--- config.mk ---
export PLATFORM = sky130hd
export DESIGN_NAME = indexed_min_seq_heap
export DESIGN_NICKNAME = d
export VERILOG_FILES = /design/src/rtl/core/imsh_pkg.sv /design/src/rtl/core/imsh_seq_cmp.sv /design/src/rtl/core/imsh_heap_mem.sv /design/src/rtl/core/imsh_pos_map.sv /design/src/rtl/core/indexed_min_seq_heap.sv
export SDC_FILE = /design/constraint.sdc
export NUM_CORES = 1
export LEC_CHECK = 0
export ABC_AREA = 1
export BUFFER_PORTS_ARGS = -buffer_cell sky130_fd_sc_hd__buf_2
export CORE_UTILIZATION = 51
export DETAILED_ROUTE_END_ITERATION = 16
export PLACE_DENSITY = 0.68
export SYNTH_ARGS = -nofsm -noshare
export SYNTH_HDL_FRONTEND = slang
export SYNTH_SLANG_ARGS = --single-unit
--- constraint.sdc ---
create_clock -name clk -period 11.56 [get_ports clk]
set_input_delay 3.468 -clock clk [delete_from_list [all_inputs] [get_ports clk]]
set_output_delay 3.468 -clock clk [all_outputs]
set_load 0.02 [all_outputs]
--- src/rtl/core/imsh_pkg.sv ---
// Shared codes for the indexed min sequence heap.
// No dependencies.
package imsh_pkg;

    localparam logic [1:0] REQ_INSERT = 2'd0;
    localparam logic [1:0] REQ_UPDATE = 2'd1;
    localparam logic [1:0] REQ_DELETE = 2'd2;

    localparam logic [1:0] ST_DONE     = 2'd0;
    localparam logic [1:0] ST_IGNORED  = 2'd1;
    localparam logic [1:0] ST_REJECTED = 2'd2;

endpackage

--- src/rtl/core/imsh_seq_cmp.sv ---
// Serial-number compare unit: a is before b when (a - b) has its top bit set.
// No dependencies.
module imsh_seq_cmp #(
    parameter int SEQ_BITS = 32
) (
    input  logic [SEQ_BITS-1:0] a,
    input  logic [SEQ_BITS-1:0] b,
    output logic                is_before
);

    logic [SEQ_BITS-1:0] diff;

    assign diff      = a - b;
    assign is_before = diff[SEQ_BITS-1];

endmodule

--- src/rtl/core/imsh_heap_mem.sv ---
// Heap slot memory: one write port, one registered read port.
// No dependencies.
module imsh_heap_mem #(
    parameter int DEPTH = 16,
    parameter int WIDTH = 36
) (
    input  logic                     clk,
    input  logic [$clog2(DEPTH)-1:0] rd_addr,
    output logic [WIDTH-1:0]         rd_data,
    input  logic                     wr_en,
    input  logic [$clog2(DEPTH)-1:0] wr_addr,
    input  logic [WIDTH-1:0]         wr_data
);

    logic [WIDTH-1:0] mem [DEPTH];
    logic [WIDTH-1:0] rd_data_reg;

    always_ff @(posedge clk)
    begin
        if (wr_en)
        begin
            mem[wr_addr] <= wr_data;
        end
        rd_data_reg <= mem[rd_addr];
    end

    assign rd_data = rd_data_reg;

endmodule

--- src/rtl/core/imsh_pos_map.sv ---
// Peer position map with per-peer valid bits cleared at reset.
// No dependencies.
module imsh_pos_map #(
    parameter int NUM = 16
) (
    input  logic                   clk,
    input  logic                   rst_n,
    input  logic [$clog2(NUM)-1:0] rd_addr,
    output logic [$clog2(NUM)-1:0] rd_pos,
    output logic                   rd_vld,
    input  logic                   wr_en,
    input  logic                   clr_en,
    input  logic [$clog2(NUM)-1:0] wr_addr,
    input  logic [$clog2(NUM)-1:0] wr_pos
);

    logic [$clog2(NUM)-1:0] pos_reg [NUM];
    logic [NUM-1:0]         vld_reg;

    always_ff @(posedge clk or negedge rst_n)
    begin
        if (!rst_n)
        begin
            vld_reg <= '0;
        end
        else if (wr_en)
        begin
            vld_reg[wr_addr] <= 1'b1;
        end
        else if (clr_en)
        begin
            vld_reg[wr_addr] <= 1'b0;
        end
    end

    always_ff @(posedge clk)
    begin
        if (wr_en)
        begin
            pos_reg[wr_addr] <= wr_pos;
        end
    end

    assign rd_pos = pos_reg[rd_addr];
    assign rd_vld = vld_reg[rd_addr];

endmodule

--- src/rtl/core/indexed_min_seq_heap.sv ---
// Indexed binary min-heap of peers keyed by wrap-around sequence numbers.
// Depends on imsh_pkg, imsh_seq_cmp, imsh_heap_mem, imsh_pos_map.
// One heap read port and one compare set the pace. The next request is accepted in the cycle
// after the result loads. Reset (rst_n, async low) empties the heap.
module indexed_min_seq_heap #(
    parameter int NUM_PEERS = 16,
    parameter int SEQ_BITS  = 32
) (
    input  logic        clk,
    input  logic        rst_n,
    input  logic        in_valid,
    output logic        in_ready,
    input  logic [1:0]  req_type,
    input  logic [3:0]  peer,
    input  logic [31:0] seq_value,
    input  logic [31:0] discard_value,
    output logic        out_valid,
    input  logic        out_ready,
    output logic [1:0]  status,
    output logic [31:0] result_seq,
    output logic [31:0] min_seq,
    output logic        heap_empty
);

    localparam int IW  = $clog2(NUM_PEERS);      // position / peer index
    localparam int CW  = $clog2(NUM_PEERS + 1);  // element count
    localparam int XW  = IW + 2;                 // child index arithmetic
    localparam int EW  = IW + SEQ_BITS;          // heap entry {peer, seq}

    // Sequencer states, one-hot.
    typedef enum logic [15:0] {
        S_IDLE    = 16'h0001,
        S_CHECK   = 16'h0002,
        S_UPD_CHK = 16'h0004,
        S_DEL_LD  = 16'h0008,
        S_UP_RD   = 16'h0010,
        S_UP_CMP  = 16'h0020,
        S_UP_END  = 16'h0040,
        S_DN_LD   = 16'h0080,
        S_DN_LX   = 16'h0100,
        S_DN_RD   = 16'h0200,
        S_DN_C1   = 16'h0400,
        S_DN_C2   = 16'h0800,
        S_DN_CMP  = 16'h1000,
        S_DN_END  = 16'h2000,
        S_MIN     = 16'h4000,
        S_RES     = 16'h8000
    } state_t;

    state_t state_reg, state_next;

    // Latched transaction.
    logic [1:0]          type_reg;
    logic                pvalid_reg;
    logic [IW-1:0]       peer_reg;
    logic [SEQ_BITS-1:0] val_reg;
    logic [31:0]         disc_reg;

    // Working registers.
    logic [CW-1:0]       cnt_reg, cnt_next;
    logic [IW-1:0]       idx_reg, idx_next;
    logic [IW-1:0]       hole_reg, hole_next;
    logic [EW-1:0]       x_reg, x_next;        // element being sifted
    logic [EW-1:0]       cand_reg, cand_next;  // smaller child
    logic [IW-1:0]       cidx_reg, cidx_next;
    logic                del_reg, del_next;
    logic [1:0]          st_reg, st_next;
    logic [31:0]         rseq_reg, rseq_next;

    // Output register.
    logic                out_valid_reg;
    logic [1:0]          status_reg;
    logic [31:0]         result_seq_reg;
    logic [31:0]         min_seq_reg;
    logic                heap_empty_reg;

    // Memory and map ports.
    logic [IW-1:0]       rd_addr;
    logic [EW-1:0]       rd_data;
    logic                wr_en;
    logic [IW-1:0]       wr_addr;
    logic [EW-1:0]       wr_data;
    logic [IW-1:0]       map_pos;
    logic                map_vld;
    logic                map_wr;
    logic                map_clr;
    logic [IW-1:0]       map_addr;

    // Shared compare unit operands.
    logic [SEQ_BITS-1:0] cmp_a, cmp_b;
    logic                cmp_before;

    logic                present;
    logic [XW-1:0]       child;
    logic [XW-1:0]       cnt_x;
    logic [SEQ_BITS-1:0] rd_seq;
    logic [IW-1:0]       rd_peer;
    logic                accept;

    assign rd_seq  = rd_data[SEQ_BITS-1:0];
    assign rd_peer = rd_data[EW-1:SEQ_BITS];
    assign present = pvalid_reg && map_vld;
    assign child   = {1'b0, idx_reg, 1'b1};
    assign cnt_x   = XW'(cnt_reg);
    assign accept  = in_valid && in_ready;

    assign in_ready = (state_reg == S_IDLE);

    imsh_seq_cmp #(.SEQ_BITS(SEQ_BITS)) u_cmp (
        .a         (cmp_a),
        .b         (cmp_b),
        .is_before (cmp_before)
    );

    imsh_heap_mem #(.DEPTH(NUM_PEERS), .WIDTH(EW)) u_mem (
        .clk     (clk),
        .rd_addr (rd_addr),
        .rd_data (rd_data),
        .wr_en   (wr_en),
        .wr_addr (wr_addr),
        .wr_data (wr_data)
    );

    imsh_pos_map #(.NUM(NUM_PEERS)) u_map (
        .clk     (clk),
        .rst_n   (rst_n),
        .rd_addr (peer_reg),
        .rd_pos  (map_pos),
        .rd_vld  (map_vld),
        .wr_en   (map_wr),
        .clr_en  (map_clr),
        .wr_addr (map_addr),
        .wr_pos  (wr_addr)
    );

    // Compare operand select: one compare per cycle.
    always_comb
    begin
        cmp_a = x_reg[SEQ_BITS-1:0];
        cmp_b = rd_seq;
        unique case (state_reg)
            S_UPD_CHK:
            begin
                cmp_a = rd_seq;
                cmp_b = val_reg;
            end
            S_DN_C2:
            begin
                cmp_a = rd_seq;
                cmp_b = cand_reg[SEQ_BITS-1:0];
            end
            S_DN_CMP:
            begin
                cmp_a = cand_reg[SEQ_BITS-1:0];
                cmp_b = x_reg[SEQ_BITS-1:0];
            end
            default:
            begin
                cmp_a = x_reg[SEQ_BITS-1:0];
                cmp_b = rd_seq;
            end
        endcase
    end

    // Sequencer.
    always_comb
    begin
        state_next = state_reg;
        cnt_next   = cnt_reg;
        idx_next   = idx_reg;
        hole_next  = hole_reg;
        x_next     = x_reg;
        cand_next  = cand_reg;
        cidx_next  = cidx_reg;
        del_next   = del_reg;
        st_next    = st_reg;
        rseq_next  = rseq_reg;
        rd_addr    = '0;
        wr_en      = 1'b0;
        wr_addr    = idx_reg;
        wr_data    = x_reg;
        map_wr     = 1'b0;
        map_clr    = 1'b0;
        map_addr   = x_reg[EW-1:SEQ_BITS];

        unique case (state_reg)
            S_IDLE:
            begin
                if (accept)
                begin
                    state_next = S_CHECK;
                end
            end

            S_CHECK:
            begin
                st_next   = imsh_pkg::ST_IGNORED;
                rseq_next = '0;
                del_next  = 1'b0;
                state_next = S_MIN;
                case (type_reg)
                    imsh_pkg::REQ_INSERT:
                    begin
                        if (present)
                        begin
                            st_next = imsh_pkg::ST_REJECTED;
                        end
                        else if (pvalid_reg && cnt_reg != CW'(NUM_PEERS))
                        begin
                            st_next    = imsh_pkg::ST_DONE;
                            x_next     = {peer_reg, val_reg};
                            idx_next   = IW'(cnt_reg);
                            cnt_next   = cnt_reg + 1'b1;
                            state_next = S_UP_RD;
                        end
                    end
                    imsh_pkg::REQ_UPDATE:
                    begin
                        rseq_next = disc_reg;
                        if (present)
                        begin
                            rd_addr    = map_pos;
                            idx_next   = map_pos;
                            state_next = S_UPD_CHK;
                        end
                    end
                    imsh_pkg::REQ_DELETE:
                    begin
                        if (present)
                        begin
                            st_next  = imsh_pkg::ST_DONE;
                            map_clr  = 1'b1;
                            map_addr = peer_reg;
                            cnt_next = cnt_reg - 1'b1;
                            if (CW'(map_pos) != cnt_reg - 1'b1)
                            begin
                                rd_addr    = IW'(cnt_reg - 1'b1);
                                idx_next   = map_pos;
                                hole_next  = map_pos;
                                del_next   = 1'b1;
                                state_next = S_DEL_LD;
                            end
                        end
                    end
                    default:
                    begin
                        state_next = S_MIN;
                    end
                endcase
            end

            S_UPD_CHK:
            begin
                if (cmp_before)
                begin
                    st_next    = imsh_pkg::ST_DONE;
                    x_next     = {peer_reg, val_reg};
                    state_next = S_DN_RD;
                end
                else
                begin
                    state_next = S_MIN;
                end
            end

            S_DEL_LD:
            begin
                x_next     = rd_data;
                state_next = S_UP_RD;
            end

            S_UP_RD:
            begin
                rd_addr = IW'((idx_reg - 1'b1) >> 1);
                if (idx_reg == '0)
                begin
                    state_next = S_UP_END;
                end
                else
                begin
                    state_next = S_UP_CMP;
                end
            end

            S_UP_CMP:
            begin
                if (cmp_before)
                begin
                    // parent moves down into the hole
                    wr_en      = 1'b1;
                    wr_data    = rd_data;
                    map_wr     = 1'b1;
                    map_addr   = rd_peer;
                    idx_next   = IW'((idx_reg - 1'b1) >> 1);
                    state_next = S_UP_RD;
                end
                else
                begin
                    state_next = S_UP_END;
                end
            end

            S_UP_END:
            begin
                wr_en  = 1'b1;
                map_wr = 1'b1;
                if (del_reg)
                begin
                    idx_next   = hole_reg;
                    state_next = S_DN_LD;
                end
                else
                begin
                    state_next = S_MIN;
                end
            end

            S_DN_LD:
            begin
                rd_addr    = hole_reg;
                state_next = S_DN_LX;
            end

            S_DN_LX:
            begin
                x_next     = rd_data;
                state_next = S_DN_RD;
            end

            S_DN_RD:
            begin
                rd_addr   = IW'(child);
                cidx_next = IW'(child);
                if (child >= cnt_x)
                begin
                    state_next = S_DN_END;
                end
                else
                begin
                    state_next = S_DN_C1;
                end
            end

            S_DN_C1:
            begin
                cand_next = rd_data;
                rd_addr   = cidx_reg + 1'b1;
                if (XW'(cidx_reg) + 1'b1 < cnt_x)
                begin
                    state_next = S_DN_C2;
                end
                else
                begin
                    state_next = S_DN_CMP;
                end
            end

            S_DN_C2:
            begin
                if (cmp_before)
                begin
                    cand_next = rd_data;
                    cidx_next = cidx_reg + 1'b1;
                end
                state_next = S_DN_CMP;
            end

            S_DN_CMP:
            begin
                if (cmp_before)
                begin
                    // smaller child moves up into the hole
                    wr_en      = 1'b1;
                    wr_data    = cand_reg;
                    map_wr     = 1'b1;
                    map_addr   = cand_reg[EW-1:SEQ_BITS];
                    idx_next   = cidx_reg;
                    state_next = S_DN_RD;
                end
                else
                begin
                    state_next = S_DN_END;
                end
            end

            S_DN_END:
            begin
                wr_en      = 1'b1;
                map_wr     = 1'b1;
                state_next = S_MIN;
            end

            S_MIN:
            begin
                rd_addr    = '0;
                state_next = S_RES;
            end

            S_RES:
            begin
                if (!out_valid_reg || out_ready)
                begin
                    state_next = S_IDLE;
                end
            end

            default:
            begin
                state_next = S_IDLE;
            end
        endcase
    end

    always_ff @(posedge clk or negedge rst_n)
    begin
        if (!rst_n)
        begin
            state_reg     <= S_IDLE;
            cnt_reg       <= '0;
            out_valid_reg <= 1'b0;
        end
        else
        begin
            state_reg <= state_next;
            cnt_reg   <= cnt_next;
            if (state_reg == S_RES && (!out_valid_reg || out_ready))
            begin
                out_valid_reg <= 1'b1;
            end
            else if (out_ready)
            begin
                out_valid_reg <= 1'b0;
            end
        end
    end

    always_ff @(posedge clk)
    begin
        if (accept)
        begin
            type_reg   <= req_type;
            pvalid_reg <= (32'(peer) < NUM_PEERS);
            peer_reg   <= IW'(peer);
            val_reg    <= SEQ_BITS'(seq_value);
            disc_reg   <= discard_value;
        end
        idx_reg  <= idx_next;
        hole_reg <= hole_next;
        x_reg    <= x_next;
        cand_reg <= cand_next;
        cidx_reg <= cidx_next;
        del_reg  <= del_next;
        st_reg   <= st_next;
        rseq_reg <= rseq_next;
        if (state_reg == S_RES && (!out_valid_reg || out_ready))
        begin
            status_reg     <= st_reg;
            heap_empty_reg <= (cnt_reg == '0);
            min_seq_reg    <= (cnt_reg == '0) ? 32'd0 : 32'(rd_seq);
            if (type_reg == imsh_pkg::REQ_UPDATE && st_reg == imsh_pkg::ST_DONE)
            begin
                result_seq_reg <= (cnt_reg == '0) ? 32'd0 : 32'(rd_seq);
            end
            else
            begin
                result_seq_reg <= rseq_reg;
            end
        end
    end

    assign out_valid  = out_valid_reg;
    assign status     = status_reg;
    assign result_seq = result_seq_reg;
    assign min_seq    = min_seq_reg;
    assign heap_empty = heap_empty_reg;

endmodule

==> results.ini <==
[power]
power.density_mw_per_mm2 = 182
p_clk_share_pct = 36.2
p_int_uw = 6430
p_sw_share_pct = 27.7
power_frac_seq_pct = 48.3
p_total_uw = 8890
leakage_uw = 0.0192
p_sw_uw = 2460
ir_drop_mv = 0.149
combPwrFrac_pct = 15.4

[cts]
cts_htree_levels = 3
clkSlewWorstSetupHoldPaths_ps = 60
clock-sinks = 974
cts_root_buffer = clkbuf_16
numCtsBuffers = 97
cts-hold-fix-buffers = 0
cts_resized = 0
cts_setup_buffers = 0
clock_path_buffers = 3
cts_tree = done
clk_latency_ps = 680

[global_route]
grt_max_degree = 210
groute.usage.overall_pct = 25.6
grt_pass1_vias = 28666
grt_overflow = 0
grt_pass1_wl_mm = 169
antenna_found_initial = 0

[placed_design]
gp_congestion = 0.915
io_buffers = 142
postPlaceCellArea_mm2 = 0.0455
place.detailed.hpwl_mm = 65.5

[sta]
tns_ps = 0
setup_viol = 0
timing.hold.ws_ps = 471
skew_ps = 36.8
hold_viol = 0
fmax_mhz = 137
rsz0062_at_grt = false
slew_viol_final = 0
max_slew_margin_pct = 8.03
fin_crit_ps = 7320
tightest_slew_ps = 1380
timing.final.crit_share_pct = 63.3

[synthesis]
yosysTopAreaCell = edfxtp_1
synth-main-ff-cell = edfxtp_1
synth_common_cells = edfxtp_1 (896), nand2_1 (673), nand3_1 (642)
netlist.area_leader.share_pct = 61.6
yosysWarningCount = 0
synth_seq_area_share_pct = 65.7
avgSynthCellArea_um2 = 10.8
yosys-top-cells-area = edfxtp_1 (62%), nand3_1 (7.4%), nand2_1 (5.8%), inv_1 (4.9%), nand3b_1 (3.7%)
synth_most_common_cell = edfxtp_1
syn-num-nets = 4150
synth_edf_count = 896
synth_area_mm2 = 0.0436
synth_cell_types = 55
ys_async_sr_fraction_pct = 3.90
syn_inst = 4026
synth-seq-cells = 974

[setup_path]
critPathLaunchType = flop
reg2reg_depth = 27
worst_ep_required_time_ps = 11880
crit_path_end_kind = flop
slowest_stage = clkinv_1
cp_common_cell = nand2_1
worstPathMaxFanout = 45
worstPathArrival_ps = 7640
path_class = flop to flop
max_stage_delay_ps = 800

[routing]
vias_per_cell = 5.63
routed_wl_mm = 112
firstDrtPassIters = 6
routed-via-count = 29987
drc = 0
ant_nets = 0
drt_iter0_markers = 3264
post_drt_wl_per_cell_um = 20.9

[floorplanning]
rows = 106
die_w_um = 295
io_pins = 143
core_mm2 = 0.0842
start_util_pct = 51.8
die_area_mm2 = 0.0868
fp.dieH_um = 295

[layout]
layout-drive-gt1-share_pct = 10.9
fin_area_mm2 = 0.0488
area_growth_pct = 11.8
nNetsFinal = 4236
largest_reg_flops = 576

[run]
drv_cap = 0

[min_path]
hold_path_depth = 2
hold_path_class = flop to flop

[outcome]
status = complete, no violations

power by group through the flow:
stage                     combinational (uW)  clock, uW  sequential [uW]
after floorplan                          924          0             4330
after global placement                  1340          0             4370
after detailed placement                1360          0             4370
after CTS                               1370       3260             4300
after global routing                    1510       3400             4310
final                                   1370       3220             4300
cells in the final DEF, fill, tap and decap left out, drive strengths merged, types with 48 or more instances in the layout:
| cell type | synthesis | final |
|---|---|---|
| a21oi | 103 | 103 |
| buf | 98 | 204 |
| clkbuf | 119 | 125 |
| edfxtp | 896 | 896 |
| ha | 50 | 50 |
| inv | 579 | 579 |
| nand2 | 692 | 692 |
| nand3 | 649 | 649 |
| nand3b | 216 | 216 |
| nor2 | 217 | 217 |
| o211ai | 48 | 48 |
| o21ai | 134 | 134 |
critical path: cells and delay by family, from the launching register on:
kind                     cells  cell delay [ps]
AND/OR/NAND/NOR             15             2700
AO/OA/AOI/OAI                4             1150
flip-flops                   1              410
buffers and inverters        7             2300
adder cells (fa/ha/maj)      1              340
path summary, 6_finish.rpt:
| check | endpoint | start | slack (ps) |
|---|---|---|---|
| max in group asynchronous | state_reg[10]$_DFFE_PN0P_ | rst_n | 8080 |
| worst max-delay path | u_mem.mem[7][31]$_DFFE_PP_ | state_reg[5]$_DFFE_PN0P_ | 4240 |
| worst min register to register | flop | flop | 470 |
| worst max register to register | u_mem.mem[7][31]$_DFFE_PP_ | state_reg[5]$_DFFE_PN0P_ | 4240 |
| worst min-delay path | flop | flop | 470 |
| min in group asynchronous | async pin | rst_n | 2910 |
cells by family after synthesis:
| kind of cell | count (synthesis) | share of synthesized area (%) |
|---|---|---|
| simple gates | 1820 | 20.1 |
| flops | 974 | 65.7 |
| buf+inv | 799 | 7.19 |
| compound gates | 369 | 5.27 |
| fa+ha+maj | 50 | 1.43 |
| xor+xnor | 14 | 0.324 |
through the flow:
stage	cells	util [%]	worst slack, ps
floorplan	4026	-	4410
finish	5327	58.0	4240
global route	5326	58.0	3890
CTS	5325	57.9	4310
detailed placement	5146	54.0	4370
global placement	5146	54.0	4490
per-layer routing:
metal	share of wire, %	GRT usage, %	vias up
met2	50	43.4	1182
li1	-	-	14055
met4	3.3	9.11	0
met5	0	0	-
met1	40	33.8	14530
met3	6.7	3.17	220
layout make-up:
cell class,instances,area [um2]
antenna,1,2.50
clock buffer,125,2710
clock inverter,54,588
fill,6840,35400
inverter,582,2180
multi-input combinational,2253,12100
sequential,974,28700
tap,1134,1420
timing repair buffer,204,1200
Note: power is estimated with default switching activity, not from simulation.
